File: src/hdl/gdr_pkg.sv
`timescale 1ns / 1ps
// ----------------------------------------------------------------------------
// gdr_pkg: shared types and constants of the duplicate replacer
// Default sizes and the control and status bundles between the controller
// and the row of compare cells.
// ----------------------------------------------------------------------------
package gdr_pkg;

	// Default number of stored genes and gene width.
	localparam int DEF_MAX_GENES = 64;
	localparam int DEF_GENE_BITS = 32;

	// Commands from the controller, broadcast to every cell.
	typedef struct packed {
		logic start;   // launch a compare wave into the first cell
		logic shift;   // shift the stored set one cell down, new value enters cell 0
		logic clear;   // drop every stored value (end of genome)
	} gdr_cmd_t;

	// Status from the far end of the cell row.
	typedef struct packed {
		logic done;    // compare wave has left the last cell
		logic dup;     // some stored value matched the probe
	} gdr_stat_t;

endpackage

File: src/hdl/genome_duplicate_replacer_core.sv
`timescale 1ns / 1ps
// The compare wave walks the row of MAX_GENES cells one cell per cycle; the next gene
// is taken only after the wave is through and its result has entered the output register.
// A finished result waits in the output register while the next gene scans.
// Reset (arst_n low) clears the stored set, the fill count and all handshakes.
// ----------------------------------------------------------------------------
// genome_duplicate_replacer_core: duplicate gene replacement over a genome
// Emits each gene, or its replacement word when the gene equals one of the first
// MAX_GENES values emitted in the same genome; the set is dropped after the last gene.
// ----------------------------------------------------------------------------
module genome_duplicate_replacer_core #(
	parameter int MAX_GENES = gdr_pkg::DEF_MAX_GENES,
	parameter int GENE_BITS = gdr_pkg::DEF_GENE_BITS,
	localparam int S_W = ((2 * GENE_BITS + 7) / 8) * 8,
	localparam int M_W = ((GENE_BITS + 7) / 8) * 8
) (
	input  logic           clk,
	input  logic           arst_n,
	input  logic           s_tvalid,
	output logic           s_tready,
	input  logic [S_W-1:0] s_tdata,   // gene, replacement, zero fill
	input  logic           s_tlast,   // last
	output logic           m_tvalid,
	input  logic           m_tready,
	output logic [M_W-1:0] m_tdata,   // gene_out, zero fill
	output logic [1:0]     m_tuser,   // replaced, overflow
	output logic           m_tlast    // last_out
);
	import gdr_pkg::*;

	gdr_cmd_t             cmd;
	gdr_stat_t            stat;
	logic [GENE_BITS-1:0] probe;
	logic [GENE_BITS-1:0] emit;
	logic [GENE_BITS-1:0] out_gene;
	logic                 out_replaced;
	logic                 out_overflow;

	logic [MAX_GENES:0]   tok;
	logic [MAX_GENES:0]   mat;
	logic [MAX_GENES:0]   vld;
	logic [GENE_BITS-1:0] val [MAX_GENES+1];

	// Controller.
	gdr_ctrl #(
		.MAX_GENES (MAX_GENES),
		.GENE_BITS (GENE_BITS)
	) u_ctrl (
		.clk          (clk),
		.arst_n       (arst_n),
		.in_valid     (s_tvalid),
		.in_ready     (s_tready),
		.in_gene      (s_tdata[GENE_BITS-1:0]),
		.in_rep       (s_tdata[2*GENE_BITS-1:GENE_BITS]),
		.in_last      (s_tlast),
		.out_valid    (m_tvalid),
		.out_ready    (m_tready),
		.out_gene     (out_gene),
		.out_replaced (out_replaced),
		.out_last     (m_tlast),
		.out_overflow (out_overflow),
		.cmd          (cmd),
		.stat         (stat),
		.probe        (probe),
		.emit         (emit)
	);

	// Head of the row: the wave starts clean and the new value enters here.
	assign tok[0] = cmd.start;
	assign mat[0] = 1'b0;
	assign val[0] = emit;
	assign vld[0] = 1'b1;

	// Row of storage and compare cells.
	for (genvar i = 0; i < MAX_GENES; i++) begin : g_cell
		gdr_cell #(
			.GENE_BITS (GENE_BITS)
		) u_cell (
			.clk     (clk),
			.arst_n  (arst_n),
			.cmd     (cmd),
			.probe   (probe),
			.tok_in  (tok[i]),
			.mat_in  (mat[i]),
			.val_in  (val[i]),
			.vld_in  (vld[i]),
			.tok_out (tok[i+1]),
			.mat_out (mat[i+1]),
			.val_out (val[i+1]),
			.vld_out (vld[i+1])
		);
	end

	// Tail of the row reports the finished wave and the match flag.
	assign stat.done = tok[MAX_GENES];
	assign stat.dup  = mat[MAX_GENES];

	// Output packing.
	assign m_tdata = M_W'(out_gene);
	assign m_tuser = {out_overflow, out_replaced};

endmodule

File: src/hdl/gdr_cell.sv
`timescale 1ns / 1ps
// ----------------------------------------------------------------------------
// gdr_cell: one storage and compare cell
// Holds one emitted gene with its valid bit. A compare wave passes through
// one cell per cycle and picks up a match flag; on a store the held value
// moves on to the next cell.
// ----------------------------------------------------------------------------
module gdr_cell #(
	parameter int GENE_BITS = gdr_pkg::DEF_GENE_BITS
) (
	input  logic                 clk,
	input  logic                 arst_n,
	input  gdr_pkg::gdr_cmd_t    cmd,
	input  logic [GENE_BITS-1:0] probe,
	input  logic                 tok_in,
	input  logic                 mat_in,
	input  logic [GENE_BITS-1:0] val_in,
	input  logic                 vld_in,
	output logic                 tok_out,
	output logic                 mat_out,
	output logic [GENE_BITS-1:0] val_out,
	output logic                 vld_out
);
	import gdr_pkg::*;

	logic                 tok_q;
	logic                 mat_q;
	logic [GENE_BITS-1:0] value_q;
	logic                 valid_q;
	logic                 hit;

	// Local compare against the probe gene.
	assign hit = valid_q && (value_q == probe);

	// Wave token and match flag, handed on every cycle.
	always_ff @(posedge clk or negedge arst_n) begin
		if (!arst_n) begin
			tok_q <= 1'b0;
		end else begin
			tok_q <= tok_in;
		end
	end

	always_ff @(posedge clk) begin
		mat_q <= mat_in | hit;
	end

	// Stored value shifts in from the neighbor on a store.
	always_ff @(posedge clk) begin
		if (cmd.shift) begin
			value_q <= val_in;
		end
	end

	// Valid bit; the end-of-genome clear wins over a store.
	always_ff @(posedge clk or negedge arst_n) begin
		if (!arst_n) begin
			valid_q <= 1'b0;
		end else if (cmd.clear) begin
			valid_q <= 1'b0;
		end else if (cmd.shift) begin
			valid_q <= vld_in;
		end
	end

	assign tok_out = tok_q;
	assign mat_out = mat_q;
	assign val_out = value_q;
	assign vld_out = valid_q;

endmodule

File: src/hdl/gdr_ctrl.sv
`timescale 1ns / 1ps
// ----------------------------------------------------------------------------
// gdr_ctrl: transaction controller of the duplicate replacer
// Takes one gene, launches the compare wave, picks the emitted value,
// drives the output register and the store and clear commands of the cells.
// ----------------------------------------------------------------------------
module gdr_ctrl #(
	parameter int MAX_GENES = gdr_pkg::DEF_MAX_GENES,
	parameter int GENE_BITS = gdr_pkg::DEF_GENE_BITS
) (
	input  logic                 clk,
	input  logic                 arst_n,
	input  logic                 in_valid,
	output logic                 in_ready,
	input  logic [GENE_BITS-1:0] in_gene,
	input  logic [GENE_BITS-1:0] in_rep,
	input  logic                 in_last,
	output logic                 out_valid,
	input  logic                 out_ready,
	output logic [GENE_BITS-1:0] out_gene,
	output logic                 out_replaced,
	output logic                 out_last,
	output logic                 out_overflow,
	output gdr_pkg::gdr_cmd_t    cmd,
	input  gdr_pkg::gdr_stat_t   stat,
	output logic [GENE_BITS-1:0] probe,
	output logic [GENE_BITS-1:0] emit
);
	import gdr_pkg::*;

	localparam int CNT_W = $clog2(MAX_GENES + 1);
	localparam logic [CNT_W-1:0] CNT_FULL = CNT_W'(MAX_GENES);

	typedef enum logic [1:0] {
		ST_IDLE,
		ST_SCAN,
		ST_EMIT
	} state_t;

	state_t               state_q;
	logic                 start_q;
	logic                 dup_q;
	logic [GENE_BITS-1:0] gene_q;
	logic [GENE_BITS-1:0] rep_q;
	logic                 last_q;
	logic [CNT_W-1:0]     count_q;
	logic                 out_valid_q;
	logic [GENE_BITS-1:0] out_gene_q;
	logic                 out_replaced_q;
	logic                 out_last_q;
	logic                 out_overflow_q;
	logic                 fire;
	logic                 full;

	// Result can move into the output register.
	assign full = (count_q == CNT_FULL);
	assign fire = (state_q == ST_EMIT) && (!out_valid_q || out_ready);
	assign emit = dup_q ? rep_q : gene_q;

	assign in_ready  = (state_q == ST_IDLE);
	assign probe     = gene_q;
	assign cmd.start = start_q;
	assign cmd.shift = fire && !full;
	assign cmd.clear = fire && last_q;

	// State, sequencing and output register.
	always_ff @(posedge clk or negedge arst_n) begin
		if (!arst_n) begin
			state_q        <= ST_IDLE;
			start_q        <= 1'b0;
			dup_q          <= 1'b0;
			gene_q         <= '0;
			rep_q          <= '0;
			last_q         <= 1'b0;
			count_q        <= '0;
			out_valid_q    <= 1'b0;
			out_gene_q     <= '0;
			out_replaced_q <= 1'b0;
			out_last_q     <= 1'b0;
			out_overflow_q <= 1'b0;
		end else begin
			start_q <= 1'b0;
			// A new result refills the register in the cycle it drains.
			if (out_valid_q && out_ready && !fire) begin
				out_valid_q <= 1'b0;
			end
			unique case (state_q)
				ST_IDLE: begin
					if (in_valid) begin
						gene_q  <= in_gene;
						rep_q   <= in_rep;
						last_q  <= in_last;
						start_q <= 1'b1;
						state_q <= ST_SCAN;
					end
				end
				ST_SCAN: begin
					if (stat.done) begin
						dup_q   <= stat.dup;
						state_q <= ST_EMIT;
					end
				end
				ST_EMIT: begin
					if (fire) begin
						out_valid_q    <= 1'b1;
						out_gene_q     <= emit;
						out_replaced_q <= dup_q;
						out_last_q     <= last_q;
						out_overflow_q <= full;
						if (last_q) begin
							count_q <= '0;
						end else if (!full) begin
							count_q <= count_q + 1'b1;
						end
						state_q <= ST_IDLE;
					end
				end
				default: begin
					state_q <= ST_IDLE;
				end
			endcase
		end
	end

	assign out_valid    = out_valid_q;
	assign out_gene     = out_gene_q;
	assign out_replaced = out_replaced_q;
	assign out_last     = out_last_q;
	assign out_overflow = out_overflow_q;

	// Fill count never passes the store size.
	assert property (@(posedge clk) disable iff (!arst_n) count_q <= CNT_FULL)
		else $error("gdr_ctrl: fill count beyond store size");

	// The wave only comes back while a scan is running.
	assert property (@(posedge clk) disable iff (!arst_n) stat.done |-> state_q == ST_SCAN)
		else $error("gdr_ctrl: compare wave finished outside a scan");

	// An accepted transaction launches exactly one compare wave.
	assert property (@(posedge clk) disable iff (!arst_n)
		(in_valid && in_ready) |=> (start_q && state_q == ST_SCAN))
		else $error("gdr_ctrl: accepted gene did not start a scan");

	// A store within a genome grows the fill count by one.
	assert property (@(posedge clk) disable iff (!arst_n)
		(cmd.shift && !last_q) |=> count_q == $past(count_q) + 1'b1)
		else $error("gdr_ctrl: store did not advance the fill count");

	// A full store is never shifted.
	assert property (@(posedge clk) disable iff (!arst_n) cmd.shift |-> !full)
		else $error("gdr_ctrl: store shifted while full");

endmodule

File: config.mk
export PLATFORM = sky130hd
export DESIGN_NAME = genome_duplicate_replacer_core
export DESIGN_NICKNAME = d
export VERILOG_FILES = /design/src/hdl/gdr_pkg.sv /design/src/hdl/genome_duplicate_replacer_core.sv /design/src/hdl/gdr_cell.sv /design/src/hdl/gdr_ctrl.sv
export SDC_FILE = /design/constraint.sdc
export NUM_CORES = 2
export LEC_CHECK = 0
export BUFFER_PORTS_ARGS = -buffer_cell sky130_fd_sc_hd__buf_2
export CAP_MARGIN = 25
export CORE_ASPECT_RATIO = 1.4
export CORE_MARGIN = 5
export CORE_UTILIZATION = 63
export DETAILED_ROUTE_END_ITERATION = 6
export PLACE_DENSITY = 0.8
export SETUP_SLACK_MARGIN = 0.02
export SLEW_MARGIN = 20
export SYNTH_ARGS = -nofsm -noshare
export SYNTH_HDL_FRONTEND = slang
export SYNTH_SLANG_ARGS = --single-unit
File: constraint.sdc
create_clock -name clk -period 115.7 [get_ports clk]
set_input_delay 11.57 -clock clk [delete_from_list [all_inputs] [get_ports clk]]
set_output_delay 11.57 -clock clk [all_outputs]
set_load 0.02 [all_outputs]
# Yosys cells after proc, flatten, opt, wreduce, memory -nomap -nowiden
# Index checks and enable logic that the tools add are counted.
totals:
  output_inout_bits: 37
  ff_bits: 2352
  elab_cells: 623
op_classes:
  reduce_logical: 80
  n_addsub: 1
  mux: 140
  n_bitwise: 63
  n_eq_ne: 71
ops:
  columns: ["op", "n"]
  rows:
  - ["equality test 32 bit", 64]
  - ["two-way mux 1 bit", 133]
  - ["logical AND 1 bit", 69]
  - ["OR 1 bit", 63]
  - ["two-way mux 32 bit", 1]
  - ["two-way mux 7 bit", 2]
  - ["adder 7 x 1 -> 7 bit (second input constant)", 1]
  - ["equality test 7 bit (second input constant)", 1]
  - ["two-way mux 2 bit", 3]
  - ["inequality test 2 x 1 -> 1 bit (second input constant)", 3]
  - ["case mux 2 bit (3 select lines)", 1]
  - ["AND reduction 2 bit", 3]
  - ["AND reduction 3 bit", 2]
  - ["zero test 1 bit", 3]
  - ["equality test 2 x 1 -> 1 bit (second input constant)", 1]
  - ["equality test 2 bit (second input constant)", 1]
  - ["zero test 2 bit", 1]
  - ["inequality test 2 bit (second input constant)", 1]
  - ["nonzero test 2 bit", 1]
  - ["logical OR 1 bit", 1]

# Logic depth before layout (Yosys ltp)
logic_depth:
  word_depth: 8
  mapped_depth: 8
  ltp_nobuf: 6

# Modules after synthesis
# From an unflattened synthesis, not the netlist that was laid out.
unflattened:
  cells_unflattened: 5511
  hier_area_um2: 94593.2
by_module_without_submodules:
  columns: ["mod", "area_each_um2", "instances", "cells_each", "seq_area_each_um2"]
  rows:
  - ["gdr_cell", 1400.1, 64, 81, 1031.0]
  - ["gdr_ctrl", 4964.8, 1, 323, 2802.7]
  - ["genome_duplicate_replacer_core", 22.5, 1, 4, 0.0]

# Worst setup path after synthesis
# Ideal clock, no wire load.
synth_path:
  kind: "input-to-reg"
  from: "in m_tready"
  to: "reg g_cell[0].u_cell.value_q[0], enable pin"
  slack_ps: 655
  arrival_ps: 109880
  stages: 4
  path_cell_list: "nand2b_1 -> nand2b_4 -> buf_6 -> a21oi_1"
synth_lines:
  columns: ["item", "line_no", "rtl"]
  rows:
  - ["from (decl)", "genome_duplicate_replacer_core.sv:24", "input logic m_tready,"]
  - ["to (signal assigned)", "gdr_cell.sv:51", "value_q <= val_in;"]
  - ["to (decl)", "gdr_cell.sv:28", "logic [GENE_BITS-1:0] value_q;"]

==> qor.yml <==
hold_path_depth: 0
post_dp_cell_area_um2: 97600
max_freq_mhz: 59.2
gp_congestion: 0.904
cts_buffer_depth: 3
syn-num-nets: 5860
cts.repair.resized: 0
grt_max_degree: 216
place_hpwl_um: 163000
synth_seq_cells: 2352
required_ns: 116.15
netlist_area_um2: 95500
hold_path_class: "flip-flop to flip-flop"
cts_tree: "built"
wl_per_cell_um: 31.9
avgSynthCellArea_um2: 16.5
final_util_pct: 69.3
ctsHoldBuffers: 0
cts_setup_buffers: 0
hp-start: "g_cell[15].u_cell.tok_out"
rr_worst_depth: 8
min_to: "g_cell[16].u_cell.tok_out"
vias: 51500
final_common_cell: "edfxtp_1"
synth_cell_types: 36
path_class: "input pin to flip-flop"
layout_common_cells: "2048 x edfxtp_1, 1767 x xnor2_1, 380 x nand4_1"
cp_slowest_cell: "buf_4"
period_share_pct: 14.6
grt_pass1_wl_um: 364000
dr.pass1.iters: 6
crit_chain: "buf_2 -> nand2b_1 -> nand2b_4 -> a21oi_4 -> buf_4 -> buf_4 -> buf_4 -> buf_12 -> buf_4"
critPathBufInv: 6
fin_crit_ns: 16.89
grt_setup_unrepaired: "false"
synthFlopType: "edfxtp_1"
io_pins: 106
track_usage_pct: 31.8
fin_nets: 5955
cts_root_buffer: "clkbuf_16"
p_leak_nw: 33.1
clock_sinks: 2352
chipWidth_um: 339
reg2reg_slack_ns: 108.99
totalWireLength_um: 256000
ant_nets: 0
hold_violations: 0
drv_slew: 0
clk_latency_ns: 0.85
dr.first_iter.drc_count: 6035
synthArstFlopShare_pct: 10.2
fin_skew_ns: 0.0343
seq_area_frac_synth_pct: 72.0
slowest_delay_ns: 0.93
rows: 169
drc: 0
r2r-start: "u_ctrl.state_q[0]"
grt_pass1_vias: 53400
cpLargestDelayFamily: "buffers and inverters"
die_y_um: 471
path_max_fanout: 198
crit_top_cell: "buf_4"
syn_inst: 5789
antenna_found_initial: 7
maxCapViolations: 0
yosysWarnings: 0
critPathArrivalTime_ns: 17.35
finalSetupTns_ns: 0
die_area_um2: 160000
core_um2: 151000
htree_levels: 4
outcome: "complete, no violations"
drt-vias-per-instance: 6.41
synth.top_cell.area_share_pct: 64.4
irDropWorstVdd_uv: 16.4
yosys.area.top_type: "edfxtp_1"
synthToLayoutAreaGrowth_pct: 9.63
drive_gt1_share_pct: 11.5
numCtsBuffers: 207
overflow: 0
cp-end-kind: "flip-flop"
stdcell_area_um2: 105000
power.density_nw_per_um2: 17.8
start_kind: "input pin"
portBuffers: 105
path_clk_slew_ns: 0.07
worst_slew_pin_slew_ns: 1.26
timing.rr.end: "g_cell[45].u_cell.val_out[4]"
slew_headroom_pct: 16.0
yosys-top-cells-area: "edfxtp_1 64%, xnor2_1 16%, dfrtp_1 6.3%"
synth-edff-count: 2048
setup_violations: 0
start_util_pct: 63.2
==> registers in the layout, indices dropped and copies added, names as in the netlist <==
signal                 cells
u_ctrl.state_q             2
g_cell.u_cell.mat_out     64
g_cell.u_cell.tok_out     64
u_ctrl.out_valid           1
g_cell.u_cell.val_out   2048
u_ctrl.dup_q               1
u_ctrl.out_gene           32
u_ctrl.out_overflow        1
u_ctrl.out_last            1
u_ctrl.start_q             1
g_cell.u_cell.vld_out     64
u_ctrl.rep_q              32
u_ctrl.probe              32
u_ctrl.count_q             7
u_ctrl.out_replaced        1
u_ctrl.last_q              1
==> worst register-to-register path, stage by stage (launching register included) <==
cell and delay, ns:
dfrtp_1 0.41, nand2b_1 0.30, nand2b_4 0.45, a21oi_4 0.67
buf_4 0.78, buf_4 0.94, buf_4 0.85, buf_12 0.81
buf_4 1.05
==> per-stage QoR <==
stage / hold WS (ns) / setup slack [ns] / instances / power [mW]
after detailed placement: 0.335 / 98.13 / 7636 / 1.16
final: 0.340 / 98.81 / 8042 / 1.86
after global placement: 0.333 / 98.33 / 7636 / 1.16
after floorplan: 0.331 / 0.655 / 5789 / 1.09
after global routing: 0.356 / 98.63 / 8037 / 1.91
after CTS: 0.349 / 99.06 / 8031 / 1.86
==> metal layers <==
| layer | global-route usage, % | wire [um] | vias to the layer above |
|---|---|---|---|
| met1 | 34.4 | 80800 | 26000 |
| met4 | 24.5 | 23900 | 2 |
| met3 | 5.72 | 20500 | 1096 |
| met5 | 0.815 | 13 | - |
| li1 | - | - | 21200 |
| met2 | 55.5 | 131000 | 3173 |
==> Yosys cell counts, types with 12 or more instances <==
master       n
a31o_2      63
xor2_1     276
edfxtp_1  2048
and3_1      58
buf_6       12
dfrtp_1    240
nor3_1      67
buf_2      179
a22o_1      64
nor4_1     134
mux2_2      95
clkbuf_1    41
nand3_1     69
o21ai_0     13
xnor2_1   1767
buf_4       59
nand2_1    117
dfxtp_1     64
nand4_1    380
==> power breakdown <==
| part | leakage [nW] | internal (mW) | switching (mW) |
|---|---|---|---|
| logic | 7.57 | 0.0819 | 0.113 |
| clock network | 3.44 | 0.397 | 0.312 |
| registers | 22.1 | 0.914 | 0.0416 |
==> cell families after synthesis <==
family | share of synthesized area [%]
and+or+nand+nor | 5.08
AOI/OAI and AO/OA | 1.29
buffers and inverters | 1.73
adders and majority gates | 0.0262
DFF | 72.0
xor gates and xnor gates | 18.7
muxes | 1.14
==> worst max path at each step <==
stage | start | end | slack, ns | cells after the start
after detailed placement | m_tready | g_cell[42].u_cell.val_out[14] | 98.13 | 9
after global placement | m_tready | g_cell[41].u_cell.val_out[10] | 98.33 | 9
after global routing | m_tready | g_cell[43].u_cell.val_out[26] | 98.63 | 9
after CTS | m_tready | g_cell[44].u_cell.val_out[11] | 99.06 | 9
final | m_tready | g_cell[45].u_cell.val_out[4] | 98.81 | 9
after floorplan | m_tready | g_cell[0].u_cell.val_out[0] | 0.65 | 4
==> area by class of cell <==
cell class              count  area [um2]
inverters                   6        22.5
flip-flops and latches   2352       68900
fillers                  9270       46500
clock inverters           109        1080
diodes                      6        15.0
multi-input cells        3140       25100
well taps                1966        2460
clock buffers             286        5890
repair buffers            177        1230
Power figures use the tool's default switching activity.
